<file path="config.mk">
export PLATFORM = sky130hd
export DESIGN_NAME = round_robin_quantum_queue_unit
export DESIGN_NICKNAME = d
export VERILOG_FILES = /design/src/hw/rtl/rrqq_pkg.sv /design/src/hw/rtl/round_robin_quantum_queue_unit.sv /design/src/hw/rtl/rrqq_cell.sv
export SDC_FILE = /design/constraint.sdc
export NUM_CORES = 2
export LEC_CHECK = 0
export ABC_AREA = 1
export BUFFER_PORTS_ARGS = -buffer_cell sky130_fd_sc_hd__clkbuf_2
export CAP_MARGIN = 20
export CORE_ASPECT_RATIO = 0.5
export CORE_MARGIN = 3
export CORE_UTILIZATION = 54
export CTS_CLUSTER_SIZE = 28
export DETAILED_ROUTE_END_ITERATION = 12
export GPL_TIMING_DRIVEN = 0
export HOLD_SLACK_MARGIN = 0.05
export PLACE_DENSITY = 0.71
export SETUP_SLACK_MARGIN = 0.05
export SKIP_CTS_REPAIR_TIMING = 1
export SLEW_MARGIN = 30
export SYNTH_ARGS = -nofsm -noshare
export SYNTH_HDL_FRONTEND = slang
export SYNTH_SLANG_ARGS = --single-unit
</file>
<file path="constraint.sdc">
create_clock -name clk -period 23.8 [get_ports clk]
set_input_delay 2.38 -clock clk [delete_from_list [all_inputs] [get_ports clk]]
set_output_delay 2.38 -clock clk [all_outputs]
set_load 0.05 [all_outputs]
</file>
<file path="src/hw/rtl/rrqq_pkg.sv">
// Types and constants of the round-robin quantum queue.
// No dependencies; imported by every module of the block.
package rrqq_pkg;

  typedef enum logic [2:0] {
    EV_EMPTY     = 3'd0,
    EV_RAN       = 3'd1,
    EV_TO_IO     = 3'd2,
    EV_DEMOTED   = 3'd3,
    EV_COMPLETED = 3'd4,
    EV_ENQUEUED  = 3'd5,
    EV_FULL      = 3'd6
  } ev_t;

  typedef enum logic {
    ST_IDLE = 1'b0,
    ST_DONE = 1'b1
  } st_t;

  localparam logic OP_ENQ  = 1'b0;
  localparam logic OP_TICK = 1'b1;

  localparam int CFG_AW = 1;
  localparam int CFG_DW = 16;
  localparam logic [CFG_AW-1:0] REG_QUANTUM = 1'd0;
  localparam logic [CFG_AW-1:0] REG_LEVEL   = 1'd1;

  localparam logic [15:0] QUANTUM_RESET = 16'd4;
  localparam logic [3:0]  ACT_NONE      = 4'hF;
  localparam logic [16:0] QUANT_FRESH   = 17'h10000;

  // Input tdata layout.
  localparam int IN_TAG_LSB   = 0;
  localparam int IN_BURST_LSB = 8;
  localparam int IN_IO_LSB    = 24;
  localparam int IN_ARR_LSB   = 40;
  localparam int IN_NOW_LSB   = 72;
  localparam int IN_DW        = 104;

  // Output tdata layout; queue count sits on top at OUT_FIX_W.
  localparam int OUT_ACT_LSB   = 0;
  localparam int OUT_TAG_LSB   = 4;
  localparam int OUT_BURST_LSB = 12;
  localparam int OUT_IO_LSB    = 28;
  localparam int OUT_ARR_LSB   = 44;
  localparam int OUT_TURN_LSB  = 76;
  localparam int OUT_SUM_LSB   = 108;
  localparam int OUT_FIX_W     = 156;

  typedef struct packed {
    logic [7:0]  tag;
    logic [15:0] burst;
    logic [16:0] quant;  // bit 16 marks a fresh quantum
    logic [15:0] io;
    logic [31:0] arrival;
  } entry_t;

  typedef struct packed {
    logic shift;  // take the entry of the next cell up
    logic wr;     // load the write data
  } cell_ctl_t;

endpackage

</file>
<file path="src/hw/rtl/round_robin_quantum_queue_unit.sv">
// Round-robin level of a feedback scheduler, queue held in a chain of cells.
// An accepted item goes into the result registers, then into the output register once it is free.
// A new item is accepted only after the last result has loaded the output register.
// Reset: clears count, sum, state and output valid; quantum 4, level 0.
// Queue slot contents are undefined after reset. Depends on rrqq_pkg, rrqq_cell.
module round_robin_quantum_queue_unit
  import rrqq_pkg::*;
#(
  parameter int QUEUE_DEPTH = 16,
  localparam int CNT_W  = $clog2(QUEUE_DEPTH + 1),
  localparam int OUT_DW = ((OUT_FIX_W + CNT_W + 7) / 8) * 8
) (
  input  logic              clk,
  input  logic              rst,
  input  logic              cfg_we,
  input  logic [CFG_AW-1:0] cfg_addr,
  input  logic [CFG_DW-1:0] cfg_wdata,
  input  logic              s_tvalid,
  output logic              s_tready,
  // proc_tag, burst_left, io_left, arrival_tick, now_tick
  input  logic [IN_DW-1:0]  s_tdata,
  // op
  input  logic [0:0]        s_tuser,
  output logic              m_tvalid,
  input  logic              m_tready,
  // active_queue, out_tag, out_burst_left, out_io_left, out_arrival,
  // turnaround, turnaround_sum, queue_count, zero fill
  output logic [OUT_DW-1:0] m_tdata,
  // event_res
  output logic [2:0]        m_tuser
);

  logic [15:0] quantum;
  logic [2:0]  level_number;
  logic [CNT_W-1:0] count, count_next;
  logic [47:0] sum, sum_next;
  st_t state, state_next;

  entry_t cell_q [QUEUE_DEPTH];
  entry_t head, head_upd, enq_entry, cell_wdata;
  logic [15:0] q_eff;
  logic [31:0] in_now;
  logic full, accept, out_free, out_load;

  ev_t ev;
  logic pop, enq_wr, head_wr;
  logic [7:0]  o_tag;
  logic [15:0] o_burst, o_io;
  logic [31:0] o_arr, o_turn;

  ev_t res_ev;
  logic [3:0]  res_act;
  logic [7:0]  res_tag;
  logic [15:0] res_burst, res_io;
  logic [31:0] res_arr, res_turn;
  logic [CNT_W-1:0] res_cnt;
  logic [48:0] sum_add;
  logic [OUT_DW-1:0] pack;

  always_ff @(posedge clk) begin
    if (rst) begin
      quantum      <= QUANTUM_RESET;
      level_number <= '0;
    end else if (cfg_we) begin
      case (cfg_addr)
        REG_QUANTUM: quantum      <= cfg_wdata;
        REG_LEVEL:   level_number <= cfg_wdata[2:0];
        default: ;
      endcase
    end
  end

  assign head      = cell_q[0];
  assign in_now    = s_tdata[IN_NOW_LSB +: 32];
  assign full      = (count == CNT_W'(QUEUE_DEPTH));
  assign q_eff     = head.quant[16] ? quantum : head.quant[15:0];
  assign accept    = s_tvalid && s_tready;
  assign out_free  = !m_tvalid || m_tready;

  always_comb begin
    enq_entry         = '0;
    enq_entry.tag     = s_tdata[IN_TAG_LSB +: 8];
    enq_entry.burst   = s_tdata[IN_BURST_LSB +: 16];
    enq_entry.io      = s_tdata[IN_IO_LSB +: 16];
    enq_entry.arrival = s_tdata[IN_ARR_LSB +: 32];
    enq_entry.quant   = QUANT_FRESH;

    head_upd       = head;
    head_upd.burst = head.burst - 16'd1;
    head_upd.quant = {1'b0, q_eff - 16'd1};
  end

  // Decode of the offered item against the head cell.
  always_comb begin
    ev      = EV_EMPTY;
    pop     = 1'b0;
    enq_wr  = 1'b0;
    head_wr = 1'b0;
    o_tag   = '0;
    o_burst = '0;
    o_io    = '0;
    o_arr   = '0;
    o_turn  = '0;
    if (s_tuser[0] == OP_ENQ) begin
      o_tag   = enq_entry.tag;
      o_burst = enq_entry.burst;
      o_io    = enq_entry.io;
      o_arr   = enq_entry.arrival;
      if (full) begin
        ev = EV_FULL;
      end else begin
        ev     = EV_ENQUEUED;
        enq_wr = 1'b1;
      end
    end else if (count != '0) begin
      o_tag   = head.tag;
      o_burst = head.burst;
      o_io    = head.io;
      o_arr   = head.arrival;
      if (head.burst == 16'd1 && head.io != 16'd0) begin
        ev  = EV_TO_IO;
        pop = 1'b1;
      end else if (head.burst != 16'd0) begin
        if (q_eff != 16'd0) begin
          ev      = EV_RAN;
          head_wr = 1'b1;
          o_burst = head_upd.burst;
        end else begin
          ev  = EV_DEMOTED;
          pop = 1'b1;
        end
      end else begin
        ev     = EV_COMPLETED;
        pop    = 1'b1;
        o_turn = (in_now > head.arrival) ? in_now - head.arrival : 32'd0;
      end
    end
  end

  assign cell_wdata = head_wr ? head_upd : enq_entry;

  for (genvar i = 0; i < QUEUE_DEPTH; i++) begin : g_cell
    cell_ctl_t ctl;
    entry_t    nbr;
    always_comb begin
      ctl.shift = accept && pop;
      ctl.wr    = accept && ((enq_wr && count == CNT_W'(i)) || (i == 0 && head_wr));
    end
    if (i < QUEUE_DEPTH - 1) begin : g_mid
      assign nbr = cell_q[i+1];
    end else begin : g_top
      assign nbr = enq_entry;
    end
    rrqq_cell u_cell (
      .clk   (clk),
      .ctl   (ctl),
      .wdata (cell_wdata),
      .nbr   (nbr),
      .q     (cell_q[i])
    );
  end

  always_comb begin
    count_next = count;
    if (accept) begin
      if (enq_wr) begin
        count_next = count + CNT_W'(1);
      end else if (pop) begin
        count_next = count - CNT_W'(1);
      end
    end
  end

  always_ff @(posedge clk) begin
    if (accept) begin
      res_ev    <= ev;
      res_act   <= pop ? ACT_NONE : {1'b0, level_number};
      res_tag   <= o_tag;
      res_burst <= o_burst;
      res_io    <= o_io;
      res_arr   <= o_arr;
      res_turn  <= o_turn;
      res_cnt   <= count_next;
    end
  end

  // Saturating 48-bit accumulate, applied when the result loads the output register.
  assign sum_add = {1'b0, sum} + {17'd0, res_turn};
  always_comb begin
    sum_next = sum;
    if (res_ev == EV_COMPLETED) begin
      sum_next = sum_add[48] ? '1 : sum_add[47:0];
    end
  end

  always_ff @(posedge clk) begin
    if (rst) begin
      state <= ST_IDLE;
    end else begin
      state <= state_next;
    end
  end

  always_comb begin
    state_next = state;
    s_tready   = 1'b0;
    out_load   = 1'b0;
    case (state)
      ST_IDLE: begin
        s_tready = 1'b1;
        if (s_tvalid) begin
          state_next = ST_DONE;
        end
      end
      ST_DONE: begin
        if (out_free) begin
          out_load   = 1'b1;
          state_next = ST_IDLE;
        end
      end
      default: state_next = ST_IDLE;
    endcase
  end

  always_ff @(posedge clk) begin
    if (rst) begin
      count    <= '0;
      sum      <= '0;
      m_tvalid <= 1'b0;
    end else begin
      count <= count_next;
      if (out_load) begin
        sum      <= sum_next;
        m_tvalid <= 1'b1;
      end else if (m_tready) begin
        m_tvalid <= 1'b0;
      end
    end
  end

  always_comb begin
    pack = '0;
    pack[OUT_ACT_LSB +: 4]    = res_act;
    pack[OUT_TAG_LSB +: 8]    = res_tag;
    pack[OUT_BURST_LSB +: 16] = res_burst;
    pack[OUT_IO_LSB +: 16]    = res_io;
    pack[OUT_ARR_LSB +: 32]   = res_arr;
    pack[OUT_TURN_LSB +: 32]  = res_turn;
    pack[OUT_SUM_LSB +: 48]   = sum_next;
    pack[OUT_FIX_W +: CNT_W]  = res_cnt;
  end

  always_ff @(posedge clk) begin
    if (out_load) begin
      m_tdata <= pack;
      m_tuser <= res_ev;
    end
  end

endmodule

</file>
<file path="src/hw/rtl/rrqq_cell.sv">
// One queue slot of the process chain; pops shift toward the head.
// Depends on rrqq_pkg.
module rrqq_cell
  import rrqq_pkg::*;
(
  input  logic      clk,
  input  cell_ctl_t ctl,
  input  entry_t    wdata,
  input  entry_t    nbr,
  output entry_t    q
);

  always_ff @(posedge clk) begin
    if (ctl.shift) begin
      q <= nbr;
    end else if (ctl.wr) begin
      q <= wdata;
    end
  end

endmodule

</file>
# Word level (Yosys, flattened, before mapping)

Cells that the tools add are included.

Register bits: 1778
Latch bits: 0
RAM bits: 0
Bits in read-only memories: 0
Input bits: 127
Output and inout port bits: 173
Word-level logic and storage cells: 267
Memories: 0

Add/sub/neg operators: 6
$mul: 0
Divide/modulo/power cells: 0
Magnitude comparators: 1
Equality and inequality tests: 18
Shifts and indexed selects: 0
Muxes and demuxes: 77
Bitwise logic cells: 5
Reductions and logical operators: 63

Operators by type and width:

| cell                                                                  | count |
|---|---|
| 89-bit 2-to-1 mux                                                     | 33 |
| 16-bit 2-to-1 mux                                                     | 8 |
| 48-bit 2-to-1 mux                                                     | 2 |
| 32-bit 2-to-1 mux                                                     | 2 |
| 48-bit by 32-bit adder with 49-bit output                             | 1 |
| 16-bit nonzero test                                                   | 3 |
| 5-bit by 4-bit == test with 1-bit output (second input constant)      | 8 |
| 1-bit logical AND                                                     | 35 |
| 2-bit nonzero test                                                    | 17 |
| 32-bit greater-than comparator                                        | 1 |
| 16-bit by 1-bit subtractor with 16-bit output (second input constant) | 2 |
| 32-bit subtractor                                                     | 1 |
| 5-bit by 3-bit == test with 1-bit output (second input constant)      | 4 |
| 1-bit 2-to-1 mux                                                      | 19 |
| 16-bit by 1-bit == test with 1-bit output (second input constant)     | 1 |
| 8-bit 2-to-1 mux                                                      | 2 |
| 5-bit 2-to-1 mux                                                      | 3 |
| 3-bit 2-to-1 mux                                                      | 4 |
| 5-bit by 2-bit == test with 1-bit output (second input constant)      | 2 |
| 5-bit by 1-bit adder with 5-bit output (second input constant)        | 1 |
| 5-bit by 1-bit == test with 1-bit output (second input constant)      | 1 |
| 5-bit == test (second input constant)                                 | 1 |
| 5-bit logical NOT                                                     | 1 |
| 1-bit inverter                                                        | 5 |
| other kinds (10)                                                      | 13 |

# Depth between registers and ports, before layout

Depth after elaboration: 11
Depth in mapped cells: 17

# Cells and area by module

From an unflattened synthesis, not the netlist that was laid out.

Cell total of the unflattened synthesis: 8522
Area total of the unflattened synthesis: 80995.2 um^2

By module, submodules not included:

| module                         | instances | cells an instance | area an instance (um^2) | seq. area each (um^2) |
|---|---|---|---|---|
| rrqq_cell                      | 16        | 377               | 3803.6                  | 2672.6 |
| round_robin_quantum_queue_unit | 1         | 2490              | 20136.8                 | 9889.5 |

# Worst setup path after synthesis

OpenSTA, ideal clock, no wires.

Path kind: input port to flip-flop
Start point: input port s_tvalid
End point: register g_cell[3].u_cell.q[0] (netlist name) (enable)
Setup time: 0.667 ns
Arrival time: 15.790 ns
Data required time: 23.133 ns
Setup slack: 7.342 ns
Cell stages on the path: 8
Buffers on the path: 0
Path through: inv_1 -> nor2_1 -> inv_1 -> nor2_1 -> inv_1 -> nor2_1 -> inv_1 -> o31ai_1

Longest elaborated chain between the ends: 3
Elaborated cells on any way between the ends: 4
Classes of those cells: reduce/logical (4)

RTL lines:

| item                                    | line                                                                         | text |
|---|---|---|
| start: declaration                      | round_robin_quantum_queue_unit.sv:18                                         | `input logic s_tvalid,` |
| 1-bit logical AND (*)                   | round_robin_quantum_queue_unit.sv:77                                         | `assign accept = s_tvalid && s_tready;` |
| via accept                              | round_robin_quantum_queue_unit.sv:43                                         | `logic full, accept, out_free, out_load;` |
| 1-bit logical AND (on tied branches)    | round_robin_quantum_queue_unit.sv:146, round_robin_quantum_queue_unit.sv:147 |  |
| 2-bit nonzero test (no source line) (*) | --                                                                           |  |
| end signal: assignment                  | rrqq_cell.sv:15                                                              | `q <= nbr;` |
| end signal: assignment                  | rrqq_cell.sv:17                                                              | `q <= wdata;` |
| end: declaration                        | rrqq_cell.sv:10                                                              | `output entry_t q` |

The timed path passes the listed nets; every way through them passes the cells marked *.
A chain may end at the register's enable or synchronous reset.

# Worst setup path in the final report

Start point: input port s_tuser
End point: register g_cell[3].u_cell.q[43] (netlist name) (enable)

Elaborated cells on any way between the ends: 6
Classes of those cells: mux (2); reduce/logical (4)

RTL lines:

| item                                | line                                  | text |
|---|---|---|
| start: declaration                  | round_robin_quantum_queue_unit.sv:23  | `input logic [0:0] s_tuser,` |
| 1-bit 2-to-1 mux                    | round_robin_quantum_queue_unit.sv:104 | `if (s_tuser[0] == OP_ENQ) begin` |
| via pop                             | round_robin_quantum_queue_unit.sv:46  | `logic pop, enq_wr, head_wr;` |
| 1-bit logical AND                   | round_robin_quantum_queue_unit.sv:146 | `ctl.shift = accept && pop;` |
| 2-bit nonzero test (no source line) | --                                    |  |

The timed path passes the listed nets, and every way through them passes these cells.

==> results.txt <==
The flow ran to the end, and the final reports show no timing, DRC or antenna violations. The switching part of the total came out at 0.248. Headroom to the max-slew limit came out at 0.300. The number of enable-type register cells in the synthesized netlist is 1687. The startpoint-to-endpoint class of the critical path is in2reg. The final setup violation count came out at 0. Before CTS, the worst setup slack after placement is 17.11 ns. The top-level port count came out at 300. The Yosys warning count is 0.

The post-placement cell area is 80900 um^2. The buffer and inverter count on the worst path came out at 10. The clock-pin slew of the registers on the worst-case setup and hold paths is 0.06 ns. Setup total negative slack on the finished layout was measured at 0 ns. CTS placed an instance of sky130_fd_sc_hd__clkbuf_16 at the clock tree root. The share of power burned in registers came out at 0.530. The utilization after layout came out at 0.621. The critical path goes through clkbuf_1 -> inv_1 -> nor2_4 -> inv_1 -> a21oi_2 -> nand2_2 -> buf_2 -> buf_2 -> o31ai_4 -> buf_8 -> buf_6 -> buf_8 -> buf_6 -> buf_6. The detailed placer's ending HPWL is 147000 um.

The required time of the critical path came out at 24.29 ns. The starting density of the core is 0.549. The overflow left after global routing is 0. Routability-driven placement finished with a final weighted congestion of 0.994. The width of the chip came out at 536 um.

The post-synthesis cell count is 7064. The highest ir drop seen on vdd is 0.0776 mV. The largest buffer count on any clock path is 3. Dividing the synthesized area by the synthesized cell count gives 10.7 um^2. The via count of the first global-routing pass is 48285. Tracing the worst setup path back leads to its startpoint at s_tuser. TritonCTS built the clock tree. The routed wire length is 200000 um. The distinct cell type count of the synthesized netlist came out at 48. The synthesis-stage register bit count is 1778. Setup repair after global routing left no endpoint under its margin. The overall via count from detail_route came out at 51631.

The remaining design rule violation count is 0. The share of synthesized area in the top cell type comes to 0.667. For this run, the leading register cell type out of synthesis is sky130_fd_sc_hd__edfxtp_1.

The proportion of layout cells with a drive suffix above 1 came out at 0.123. For this design, the slowest cell found on the critical path is sky130_fd_sc_hd__clkbuf_1. The share of synthesized registers carrying an async set or reset came out at 0. Of all nets on the critical path, the largest fanout is 13. In this run the cell area of the synthesized design comes to 75900 um^2.

The data arrival time of the critical path is 6.46 ns. Clock tree synthesis inserted a total of 153 buffers. The leakage power of the design came out at 34.9 nW.

The final-report hold violation count is 0. The min-delay analysis places its worst path in the category reg2reg. The combinational share of power is 0.095.

The area growth from synthesis to layout is 13.2%. The most repeated library cell on the critical path is sky130_fd_sc_hd__buf_6. The worst hold path begins at res_arr[8]$_DFFE_PP_.

The number of pins exceeding their max-slew limit in the final report was 0. The clock arrives with 0.0494 ns of skew. The switching power is 1.68 mW. The via-per-instance ratio is 5.40.

In this run the critical register-to-register path is launched from g_cell[0].u_cell.q[64]$_DFFE_PP_. The post-layout minimum cycle time is 5.97 ns. The number of design-rule violations left by the first detailed-router iteration is 5646.

The number of inserted filler cells in the final layout is 10704. In the final routed layout, each cell accounts on average for 20.9 um. The H-tree was split into 4 levels.

The wire length of the first global-routing pass came out at 297000 um. The height of the chip came out at 271 um. The count of maximum capacitance violations came out at 0. In the global route stage, overall resource usage came out at 0.272.

The power per unit of standard cell area is 78.7 nW/um^2. The finished cells cover 85900 um^2. On the final layout, the worst hold slack is 0.419 ns.

In the post-synthesis netlist, the biggest area contributors are sky130_fd_sc_hd__edfxtp_1 67%, sky130_fd_sc_hd__nand2_1 17%, sky130_fd_sc_hd__dfxtp_1 2.4%. Dividing the final minimum period by the clock period gives 0.251. The core region is 138000 um^2. The count of port buffers added during placement is 290. Broken down by cell family, the worst path's largest delay share belongs to buffers and inverters. For this run, the register share of the synthesized area comes to 0.691. The final layout contains 7765 nets. The worst path meets setup with 17.83 ns of slack. The portion of total power attributed to the clock network is 0.375. Entering global routing, the biggest net connects 88 pins. The clock latency of the later-clocked register in the worst-skew pair came out at 0.81 ns. The measured slew at the worst slew-check pin is 1.05 ns. The number of antenna violations at the first check in global routing is 14. The number of clock sinks is 1778.

The timing-limited maximum frequency came out at 167 MHz. The worst setup path is captured at a flop. The number of optimization iterations in the first detailed-route pass is 8. Once detail routing completed, the nets flagged for antenna violations numbered 0. The worst stage delay on the critical path is 0.49 ns. The number of placement rows came out at 96. The total die area came out at 145000 um^2. STA classifies the critical path startpoint as a primary input. The largest total area in the synthesized netlist belongs to sky130_fd_sc_hd__edfxtp_1. The internal power consumption is 5.08 mW.
==> placed cells by master, fill, tap and decap left out, drive strengths merged, types with 4 or more instances in the layout <==
master and n:
nand2 3451, edfxtp 1687, clkbuf 545, inv 409, buf 326, nor2 240, o21ai 201, nand3 140
a21oi 101, dfxtp 91, o22ai 84, ha 73, clkinv 62, xor2 37, or2 35, a21boi 33
xnor2 32, nor3 26, nand4 22, o211ai 16, o221ai 13, o21bai 12, nand3b 11, bufinv 10
diode 9, conb 7, nor4 5, clkinvlp 5, o21a 4
==> power groups by stage <==
stage / Clock, mW / Sequential [mW] / Combinational (mW)
2_1_floorplan: 0 / 3.71 / 0.349
3_3_place_gp: 0 / 3.67 / 0.596
3_5_place_dp: 0 / 3.65 / 0.631
4_1_cts: 2.56 / 3.58 / 0.636
5_1_grt: 2.69 / 3.59 / 0.705
6_report: 2.54 / 3.58 / 0.640
==> per-stage QoR <==
step / total power [mW] / std cells
CTS: 6.78 / 9552
detailed placement: 4.28 / 9270
global route: 6.98 / 9556
global placement: 4.26 / 9222
finish: 6.76 / 9561
floorplan: 4.06 / 7070
==> cells in the mapped netlist (8+ instances only) <==
| cell | n |
|---|---|
| sky130_fd_sc_hd__a21boi_0 | 33 |
| sky130_fd_sc_hd__a21oi_1 | 100 |
| sky130_fd_sc_hd__buf_1 | 8 |
| sky130_fd_sc_hd__buf_2 | 129 |
| sky130_fd_sc_hd__buf_4 | 46 |
| sky130_fd_sc_hd__buf_6 | 89 |
| sky130_fd_sc_hd__clkbuf_1 | 57 |
| sky130_fd_sc_hd__dfxtp_1 | 91 |
| sky130_fd_sc_hd__edfxtp_1 | 1687 |
| sky130_fd_sc_hd__ha_1 | 73 |
| sky130_fd_sc_hd__inv_1 | 398 |
| sky130_fd_sc_hd__nand2_1 | 3419 |
| sky130_fd_sc_hd__nand2_2 | 30 |
| sky130_fd_sc_hd__nand3_1 | 139 |
| sky130_fd_sc_hd__nand3b_1 | 11 |
| sky130_fd_sc_hd__nand4_1 | 21 |
| sky130_fd_sc_hd__nor2_1 | 235 |
| sky130_fd_sc_hd__nor3_1 | 26 |
| sky130_fd_sc_hd__o211ai_2 | 11 |
| sky130_fd_sc_hd__o21ai_0 | 175 |
| sky130_fd_sc_hd__o21ai_1 | 25 |
| sky130_fd_sc_hd__o21bai_1 | 12 |
| sky130_fd_sc_hd__o221ai_1 | 13 |
| sky130_fd_sc_hd__o22ai_1 | 84 |
| sky130_fd_sc_hd__or2_2 | 35 |
| sky130_fd_sc_hd__xnor2_1 | 32 |
| sky130_fd_sc_hd__xor2_1 | 37 |
==> cell type report <==
type                            count  area (um^2)  share of cell area
Timing Repair Buffer              338         2450              0.0286
Clock inverter                     84          883              0.0103
Buffer                            335         2330              0.0271
Antenna cell                        9         22.5            0.000262
Sequential cell                  1778        52500               0.611
Inverter                          402         1520              0.0176
Clock buffer                      198         4160              0.0484
Tap cell                         1862         2330              0.0271
Multi-Input combinational cell   4555        19800               0.230
==> per-layer routing <==
layer | global-route usage | wire length (um) | share of wire | vias to the layer above
met4 | 0.0948 | 6760 | 0.034 | 2
met3 | 0.0563 | 18200 | 0.091 | 370
li1 | - | - | - | 24381
met1 | 0.380 | 83500 | 0.42 | 24697
met5 | 0 | 9 | 0.000045 | -
met2 | 0.428 | 91700 | 0.46 | 2181
==> sequential cells by signal (all words and copies together), names as in the netlist <==
| name | flops |
|---|---|
| count | 5 |
| g_cell.u_cell.q | 1424 |
| level_number | 3 |
| m_tdata | 161 |
| m_tuser | 3 |
| m_tvalid | 1 |
| quantum | 16 |
| res_act | 4 |
| res_arr | 32 |
| res_burst | 16 |
| res_cnt | 5 |
| res_ev | 3 |
| res_io | 16 |
| res_tag | 8 |
| res_turn | 32 |
| state | 1 |
| sum | 48 |
==> worst reg2reg max path: cells and delay by family (launching register included) <==
kind / cells / cell delay [ns]
compound gates: 3 / 0.90
fa+ha+maj: 1 / 0.18
buf+inv: 10 / 2.01
flops: 1 / 0.39
simple gates: 5 / 1.26
==> worst paths after layout <==
check | to | slack (ns) | depth (start not counted)
min | m_tdata[52]$_DFFE_PP_ | 0.42 | 0
min reg2reg | m_tdata[52]$_DFFE_PP_ | 0.42 | 0
max reg2reg | g_cell[3].u_cell.q[43]$_DFFE_PP_ | 18.75 | 19
max | g_cell[3].u_cell.q[43]$_DFFE_PP_ | 17.83 | 14
==> cells by family (layout without fill, tap and decap cells) <==
| logic type | Yosys count | after routing | share of synthesized area |
|---|---|---|---|
| multiplexers | 1 | 1 | 0.000132 |
| adder cells (fa/ha/maj) | 75 | 75 | 0.0126 |
| AND/OR/NAND/NOR | 3931 | 3931 | 0.201 |
| XOR/XNOR | 69 | 69 | 0.00796 |
| flip-flops | 1778 | 1778 | 0.691 |
| buffers and inverters | 737 | 1357 | 0.0505 |
| other | 1 | 16 | 0.0000494 |
| AO/OA/AOI/OAI | 472 | 472 | 0.0363 |
(Power assumes the default switching activity.)
